$ cat src/hw/rtl/co2fc_pkg.sv
// Shared types, constants and functions of the CO2 sensor frame checker.
// No dependencies; used by co2fc_frame and co2_sensor_frame_checker.
package co2fc_pkg;

  // CRC-8 of each word: polynomial 0x31, start value 0xFF
  localparam logic [7:0] CRC_INIT = 8'hFF;
  localparam logic [7:0] CRC_POLY = 8'h31;

  localparam logic [7:0] FAIL_LIMIT_RESET = 8'd12;

  // Input kind codes
  localparam logic KIND_BYTE    = 1'b0;
  localparam logic KIND_BUS_ERR = 1'b1;

  // Byte positions inside the 9-byte frame
  localparam int unsigned POS_W = 4;
  localparam logic [POS_W-1:0] POS_CO2_MSB = 4'd0;
  localparam logic [POS_W-1:0] POS_CO2_LSB = 4'd1;
  localparam logic [POS_W-1:0] POS_CO2_CRC = 4'd2;
  localparam logic [POS_W-1:0] POS_T_MSB   = 4'd3;
  localparam logic [POS_W-1:0] POS_T_LSB   = 4'd4;
  localparam logic [POS_W-1:0] POS_T_CRC   = 4'd5;
  localparam logic [POS_W-1:0] POS_H_MSB   = 4'd6;
  localparam logic [POS_W-1:0] POS_H_LSB   = 4'd7;
  localparam logic [POS_W-1:0] POS_H_CRC   = 4'd8;

  // Scale factors: full scale word 65535 maps to these spans
  localparam logic [14:0] TEMP_SPAN   = 15'd17500;
  localparam logic [13:0] HUM_SPAN    = 14'd10000;
  localparam logic [14:0] TEMP_OFFSET = 15'd4500;
  localparam logic [16:0] WORD_FULL   = 17'd65535;

  // Payload widths
  localparam int unsigned CO2_W  = 16;
  localparam int unsigned TEMP_W = 15;
  localparam int unsigned HUM_W  = 14;
  localparam int unsigned TPROD_W = 31;
  localparam int unsigned HPROD_W = 30;

  typedef enum logic [1:0] {
    STATUS_OK      = 2'd0,
    STATUS_CRC_ERR = 2'd1,
    STATUS_BUS_ERR = 2'd2,
    STATUS_NO_DATA = 2'd3
  } status_t;

  // Result of one input item, as handed from the frame logic to the output register
  typedef struct packed {
    logic                     valid;
    status_t                  status;
    logic [CO2_W-1:0]         co2_ppm;
    logic signed [TEMP_W-1:0] temperature_centi;
    logic [HUM_W-1:0]         humidity_centi;
    logic                     restart_request;
  } frame_result_t;

  // One CRC-8 update over a whole byte, MSB first
  function automatic logic [7:0] crc8_step(input logic [7:0] crc, input logic [7:0] data);
    logic [7:0] c;
    c = crc ^ data;
    for (int b = 0; b < 8; b++) begin
      c = c[7] ? ((c << 1) ^ CRC_POLY) : (c << 1);
    end
    return c;
  endfunction

  // floor(p / 65535) for p below 2^31: p = q*65535 + (q + r), q + r < 2*65535
  function automatic logic [14:0] div_by_full(input logic [TPROD_W-1:0] p);
    logic [14:0] q;
    logic [16:0] s;
    q = p[30:16];
    s = {2'b00, q} + {1'b0, p[15:0]};
    return q + ((s >= WORD_FULL) ? 15'd1 : 15'd0);
  endfunction

endpackage

$ cat src/hw/rtl/co2fc_frame.sv
// Frame assembly, CRC check, value scaling and failure supervision.
// Depends on co2fc_pkg; instantiated by co2_sensor_frame_checker.
module co2fc_frame (
  input  logic                    clk,
  input  logic                    rst,
  input  logic                    step,
  input  logic                    kind,
  input  logic [7:0]              byte_value,
  input  logic [7:0]              fail_limit,
  output co2fc_pkg::frame_result_t result
);

  logic [co2fc_pkg::POS_W-1:0]   byte_position, byte_position_next;
  logic [7:0]                    crc_accumulator, crc_accumulator_next;
  logic [7:0]                    high_byte_hold, high_byte_hold_next;
  logic [co2fc_pkg::CO2_W-1:0]   co2_word, co2_word_next;
  logic [co2fc_pkg::TPROD_W-1:0] temp_product, temp_product_next;
  logic [co2fc_pkg::HPROD_W-1:0] hum_product, hum_product_next;
  logic                          frame_crc_good, frame_crc_good_next;
  logic [7:0]                    failure_count, failure_count_next;

  logic [15:0] word;
  logic [7:0]  crc_updated;
  logic        crc_match;
  logic        frame_good;
  logic [7:0]  fail_bumped;
  logic        fail_hit;
  logic [14:0] temp_scaled;
  logic [14:0] hum_scaled;

  assign word        = {high_byte_hold, byte_value};
  assign crc_updated = co2fc_pkg::crc8_step(crc_accumulator, byte_value);
  assign crc_match   = (crc_accumulator == byte_value);
  assign frame_good  = frame_crc_good & crc_match;
  assign fail_bumped = failure_count + 8'd1;
  assign fail_hit    = (fail_bumped >= fail_limit);
  assign temp_scaled = co2fc_pkg::div_by_full(temp_product);
  assign hum_scaled  = co2fc_pkg::div_by_full({1'b0, hum_product});

  // Advance the frame state and build the result of one item
  always_comb begin
    byte_position_next   = byte_position;
    crc_accumulator_next = crc_accumulator;
    high_byte_hold_next  = high_byte_hold;
    co2_word_next        = co2_word;
    temp_product_next    = temp_product;
    hum_product_next     = hum_product;
    frame_crc_good_next  = frame_crc_good;
    failure_count_next   = failure_count;
    result               = '0;

    if (step) begin
      if (kind == co2fc_pkg::KIND_BUS_ERR) begin
        // Drop the partial frame and count the failure
        byte_position_next   = co2fc_pkg::POS_CO2_MSB;
        crc_accumulator_next = co2fc_pkg::CRC_INIT;
        high_byte_hold_next  = '0;
        frame_crc_good_next  = 1'b1;
        result.valid         = 1'b1;
        result.status        = co2fc_pkg::STATUS_BUS_ERR;
        result.restart_request = fail_hit;
        failure_count_next   = fail_hit ? 8'd0 : fail_bumped;
      end else begin
        case (byte_position) inside
          co2fc_pkg::POS_CO2_MSB, co2fc_pkg::POS_T_MSB, co2fc_pkg::POS_H_MSB: begin
            high_byte_hold_next  = byte_value;
            crc_accumulator_next = crc_updated;
          end
          co2fc_pkg::POS_CO2_LSB: begin
            co2_word_next        = word;
            crc_accumulator_next = crc_updated;
          end
          co2fc_pkg::POS_T_LSB: begin
            temp_product_next    = co2fc_pkg::TPROD_W'(word) *
                                   co2fc_pkg::TPROD_W'(co2fc_pkg::TEMP_SPAN);
            crc_accumulator_next = crc_updated;
          end
          co2fc_pkg::POS_H_LSB: begin
            hum_product_next     = co2fc_pkg::HPROD_W'(word) *
                                   co2fc_pkg::HPROD_W'(co2fc_pkg::HUM_SPAN);
            crc_accumulator_next = crc_updated;
          end
          default: begin
            // CRC byte: compare and restart the accumulator for the next word
            if (!crc_match) begin
              frame_crc_good_next = 1'b0;
            end
            crc_accumulator_next = co2fc_pkg::CRC_INIT;
          end
        endcase

        if (byte_position == co2fc_pkg::POS_H_CRC) begin
          // Frame complete: report and restart
          result.valid         = 1'b1;
          byte_position_next   = co2fc_pkg::POS_CO2_MSB;
          crc_accumulator_next = co2fc_pkg::CRC_INIT;
          high_byte_hold_next  = '0;
          frame_crc_good_next  = 1'b1;
          if (!frame_good) begin
            result.status          = co2fc_pkg::STATUS_CRC_ERR;
            result.restart_request = fail_hit;
            failure_count_next     = fail_hit ? 8'd0 : fail_bumped;
          end else if (co2_word == '0) begin
            result.status = co2fc_pkg::STATUS_NO_DATA;
          end else begin
            result.status            = co2fc_pkg::STATUS_OK;
            result.co2_ppm           = co2_word;
            result.temperature_centi = $signed(temp_scaled - co2fc_pkg::TEMP_OFFSET);
            result.humidity_centi    = hum_scaled[co2fc_pkg::HUM_W-1:0];
            failure_count_next       = '0;
          end
        end else begin
          byte_position_next = byte_position + 4'd1;
        end
      end
    end
  end

  // Control state
  always_ff @(posedge clk) begin
    if (rst) begin
      byte_position   <= co2fc_pkg::POS_CO2_MSB;
      crc_accumulator <= co2fc_pkg::CRC_INIT;
      high_byte_hold  <= '0;
      frame_crc_good  <= 1'b1;
      failure_count   <= '0;
    end else begin
      byte_position   <= byte_position_next;
      crc_accumulator <= crc_accumulator_next;
      high_byte_hold  <= high_byte_hold_next;
      frame_crc_good  <= frame_crc_good_next;
      failure_count   <= failure_count_next;
    end
  end

  // Word payload, always written before it is read within a frame
  always_ff @(posedge clk) begin
    co2_word     <= co2_word_next;
    temp_product <= temp_product_next;
    hum_product  <= hum_product_next;
  end

endmodule

$ cat config.mk
export PLATFORM = sky130hd
export DESIGN_NAME = co2fc_frame
export DESIGN_NICKNAME = d
export VERILOG_FILES = /design/src/hw/rtl/co2fc_pkg.sv /design/src/hw/rtl/co2fc_frame.sv
export SDC_FILE = /design/constraint.sdc
export NUM_CORES = 1
export LEC_CHECK = 0
export BUFFER_PORTS_ARGS = -buffer_cell sky130_fd_sc_hd__clkbuf_2
export CORE_UTILIZATION = 45
export CTS_BUF_LIST = sky130_fd_sc_hd__clkbuf_8
export CTS_CLUSTER_SIZE = 8
export DETAILED_ROUTE_END_ITERATION = 8
export MAX_ROUTING_LAYER = met4
export PLACE_DENSITY = 0.63
export SETUP_SLACK_MARGIN = 0.02
export SYNTH_ARGS = -nofsm -noshare
export SYNTH_HDL_FRONTEND = slang
export SYNTH_SLANG_ARGS = --single-unit
$ cat constraint.sdc
create_clock -name clk -period 6.9 [get_ports clk]
set_clock_uncertainty 0.1 [all_clocks]
set_input_delay 1.035 -clock clk [delete_from_list [all_inputs] [get_ports clk]]
set_output_delay 1.035 -clock clk [all_outputs]
set_load 0.005 [all_outputs]
==> flow_metrics.py <==
metrics = {
    "status": {
        "status": "completed",
    },
    "layout": {
        "multi_input_area_um2": 7880,
        "area_growth_pct": 8.46,
        "final_nets": 1598,
        "final_util_pct": 49.7,
        "final_cell_mix": "236 x inv_1, 204 x ha_1, 82 x fa_1",
        "regArea_um2": 2710,
        "layout_commonest_cell": "inv_1",
        "diodes": 0,
        "layout-drive-gt1-share_pct": 9.41,
        "n_fill_cell": 2404,
    },
    "floorplan": {
        "die_w_um": 162,
        "dieArea_um2": 26300,
        "boundaryPins": 69,
        "rows": 58,
        "die_height_um": 162,
        "core_area_um2": 25200,
        "start_util_pct": 45.8,
    },
    "setup_path": {
        "worstSetupPathType": "flip-flop to primary output",
        "arrival_ps": 4620,
        "crit_chain": "ha_1 > inv_1 > fa_1 > nor2b_1 > o21ai_0 > a21oi_1 > o22ai_1 > mux2_2 > nor4_1 > a21oi_1 > nor2_1 > ha_1 > a211o_1 > and2_1 > nand2b_4 > a31oi_4 > nand3_2 > a21oi_2 > xnor2_1 > nor2_1 > clkbuf_2",
        "crit_fanout": 5,
        "crit_path_start": "temp_product[18]",
        "worst_setup_path_end_kind": "primary output",
        "cp_slowest_cell": "edfxtp_1",
        "path_delay_family": "simple AND/OR/NAND/NOR gates",
        "max_stage_delay_ps": 500,
        "crit-reg2reg-launch": "high_byte_hold[6]",
        "cp_num_buf_inv": 2,
        "cp-start-kind": "flip-flop",
        "critPathRequiredTime_ps": 5760,
    },
    "route": {
        "drc": 0,
        "wl_mm": 24.1,
        "drt_iter0_drc": 451,
        "wl_per_cell_um": 14.8,
        "avgViaCountPerCell": 5.15,
        "ant_nets": 0,
        "via_count": 8379,
        "drt_pass1_iterations": 5,
    },
    "synthesis": {
        "syn_inst": 1217,
        "ys_seq_area_share_pct": 23.5,
        "synth_nets": 1523,
        "yosysTopAreaCellShare_pct": 22.1,
        "ys.flop_type": "edfxtp_1",
        "synthTopCellsByArea": "ha_1 22%, edfxtp_1 18%, fa_1 14%",
        "async_flop_share_pct": 0,
        "synth_seq_cells": 100,
        "avgSynthCellArea_um2": 9.48,
        "syn_area_um2": 11500,
        "ys_warn_count": 0,
        "yosysTopAreaCell": "ha_1",
        "synth_cell_type_count": 74,
        "synth_edf_count": 71,
    },
    "placement": {
        "place.gp.congestion": 0.874,
        "hpwl_mm": 19.8,
        "port_buffers": 68,
    },
    "global_route": {
        "grt.busiest_layer": "met2",
        "grtUsageMet1_pct": 25.2,
        "globalRouteMet2Util_pct": 32.9,
        "grt_max_degree": 30,
        "grt_usage_pct": 19.7,
        "first_global_vias": 8140,
        "grtUsageMet3_pct": 3.47,
        "grt_pass1_wl_mm": 39.3,
        "grt_overflow_total": 0,
        "antenna_found_initial": 0,
    },
    "timing": {
        "period_share_pct": 83.4,
        "fmax_ghz": 0.174,
        "finalSetupTns_ps": 0,
        "maxSlewHeadroom_pct": 24.2,
        "rsz0062_at_grt": "false",
        "finalHoldViolations": 0,
        "min_period_ps": 5760,
        "worst_pin_slew_ps": 1130,
        "slew_violations": 0,
        "setup_viol": 0,
    },
    "clock_tree": {
        "htreeDepth": 3,
        "tritoncts": "yes",
        "hold_buffers": 0,
        "clk_path_buf_depth": 2,
        "clk_pin_slew_worst_paths_ps": 100,
        "cts_sinks": 100,
        "cts-root-buf": "clkbuf_8",
        "cts_resized": 0,
        "post_cts_buffers": 0,
        "clk_latency_ps": 390,
        "cts_buffers": 9,
    },
    "power": {
        "cellLeakagePower_uw": 0.00617,
        "vdd_ir_drop_max_mv": 0.137,
        "p_per_area_nw_per_um2": 183,
    },
    "min_path": {
        "min-delay-start": "failure_count[7]",
        "hp-class": "flip-flop to flip-flop",
    },
    "run": {
        "max-cap-violations": 0,
    },
}
==> synth_stat cells (all sizes together) (3+ instances only) <==
library cell / count
inv: 236
ha: 204
fa: 82
nor2: 73
edfxtp: 71
a21oi: 70
xnor2: 58
o21ai: 52
nand2: 49
xor2: 38
dfxtp: 29
and2: 24
nand3: 23
a21o: 18
nand2b: 18
nor3: 14
nor2b: 12
nor4: 12
o21bai: 11
clkbuf: 9
nand4: 9
a22oi: 8
and3: 8
nor3b: 8
a211oi: 7
nand3b: 7
o22ai: 7
or2: 6
a211o: 4
a31oi: 4
buf: 4
o21a: 4
a21boi: 3
o211ai: 3
o41ai: 3
==> final cells by class <==
class | count | area share (%)
well taps | 330 | 3.30
flip-flops and latches | 100 | 21.7
clock buffers | 9 | 0.990
clock inverters | 7 | 0.660
repair buffers | 77 | 3.26
multi-input cells | 868 | 63.0
inverters | 236 | 7.08
==> worst register-to-register path, cell delays in order, from the launching register on <==
cell and delay (ps):
dfxtp_1 670, inv_1 350, ha_1 380, inv_1 50, ha_1 300, ha_1 280
inv_1 40, fa_1 470, inv_1 50, fa_1 410, ha_1 350, and3_1 220
and3_1 250, nand4_1 130, nor3b_2 350, nor2_1 80, o31ai_1 270, a21oi_1 130
xor2_1 150
==> cells by family (layout without fill, tap and decap cells) <==
| family | Yosys count | count (layout) | share of synthesized area [%] |
|---|---|---|---|
| DFF | 100 | 100 | 23.5 |
| xor gates and xnor gates | 96 | 96 | 7.36 |
| AOI/OAI and AO/OA | 210 | 210 | 11.8 |
| buffers and inverters | 249 | 329 | 8.24 |
| and+or+nand+nor | 273 | 273 | 12.5 |
| muxes | 3 | 3 | 0.271 |
| adders and majority gates | 286 | 286 | 36.4 |
==> worst paths after layout <==
path / end / slack, ps / cells after the start
hold / removal: failure_count[7] / 370 / 2
setup / recovery: result[29] / 1140 / 21
hold reg to reg: failure_count[7] / 370 / 2
setup reg to reg: temp_product[29] / 1610 / 18
==> per-stage QoR <==
stage	setup WS, ps	power, µW	std cells	hold WS [ps]	cell area [µm²]
final	1140	2290	1627	368	12500
after global routing	715	2510	1627	400	12500
after CTS	1150	2320	1627	370	12500
after detailed placement	737	1910	1611	357	12300
after global placement	891	1900	1611	357	12300
after floorplan	1560	1670	1217	344	11500
==> power by group <==
group | internal, µW | switching, µW | leakage [µW] | total, µW
Clock | 174 | 226 | 0.000104 | 400
Combinational | 499 | 669 | 0.00519 | 1170
Sequential | 711 | 9.62 | 0.000873 | 721
==> layer usage <==
| metal | part of all wire (%) | wire, µm |
|---|---|---|
| met5 | 0 | 0 |
| met4 | 0.72 | 173 |
| met3 | 3.5 | 846 |
| met2 | 48 | 11500 |
| met1 | 48 | 11600 |
==> sequential cells by signal (all words and copies together) (netlist names) <==
signal / count
byte_position: 4
co2_word: 16
crc_accumulator: 8
failure_count: 8
frame_crc_good: 1
high_byte_hold: 8
hum_product: 26
temp_product: 29
No activity file was read; power rests on OpenSTA's default activity.
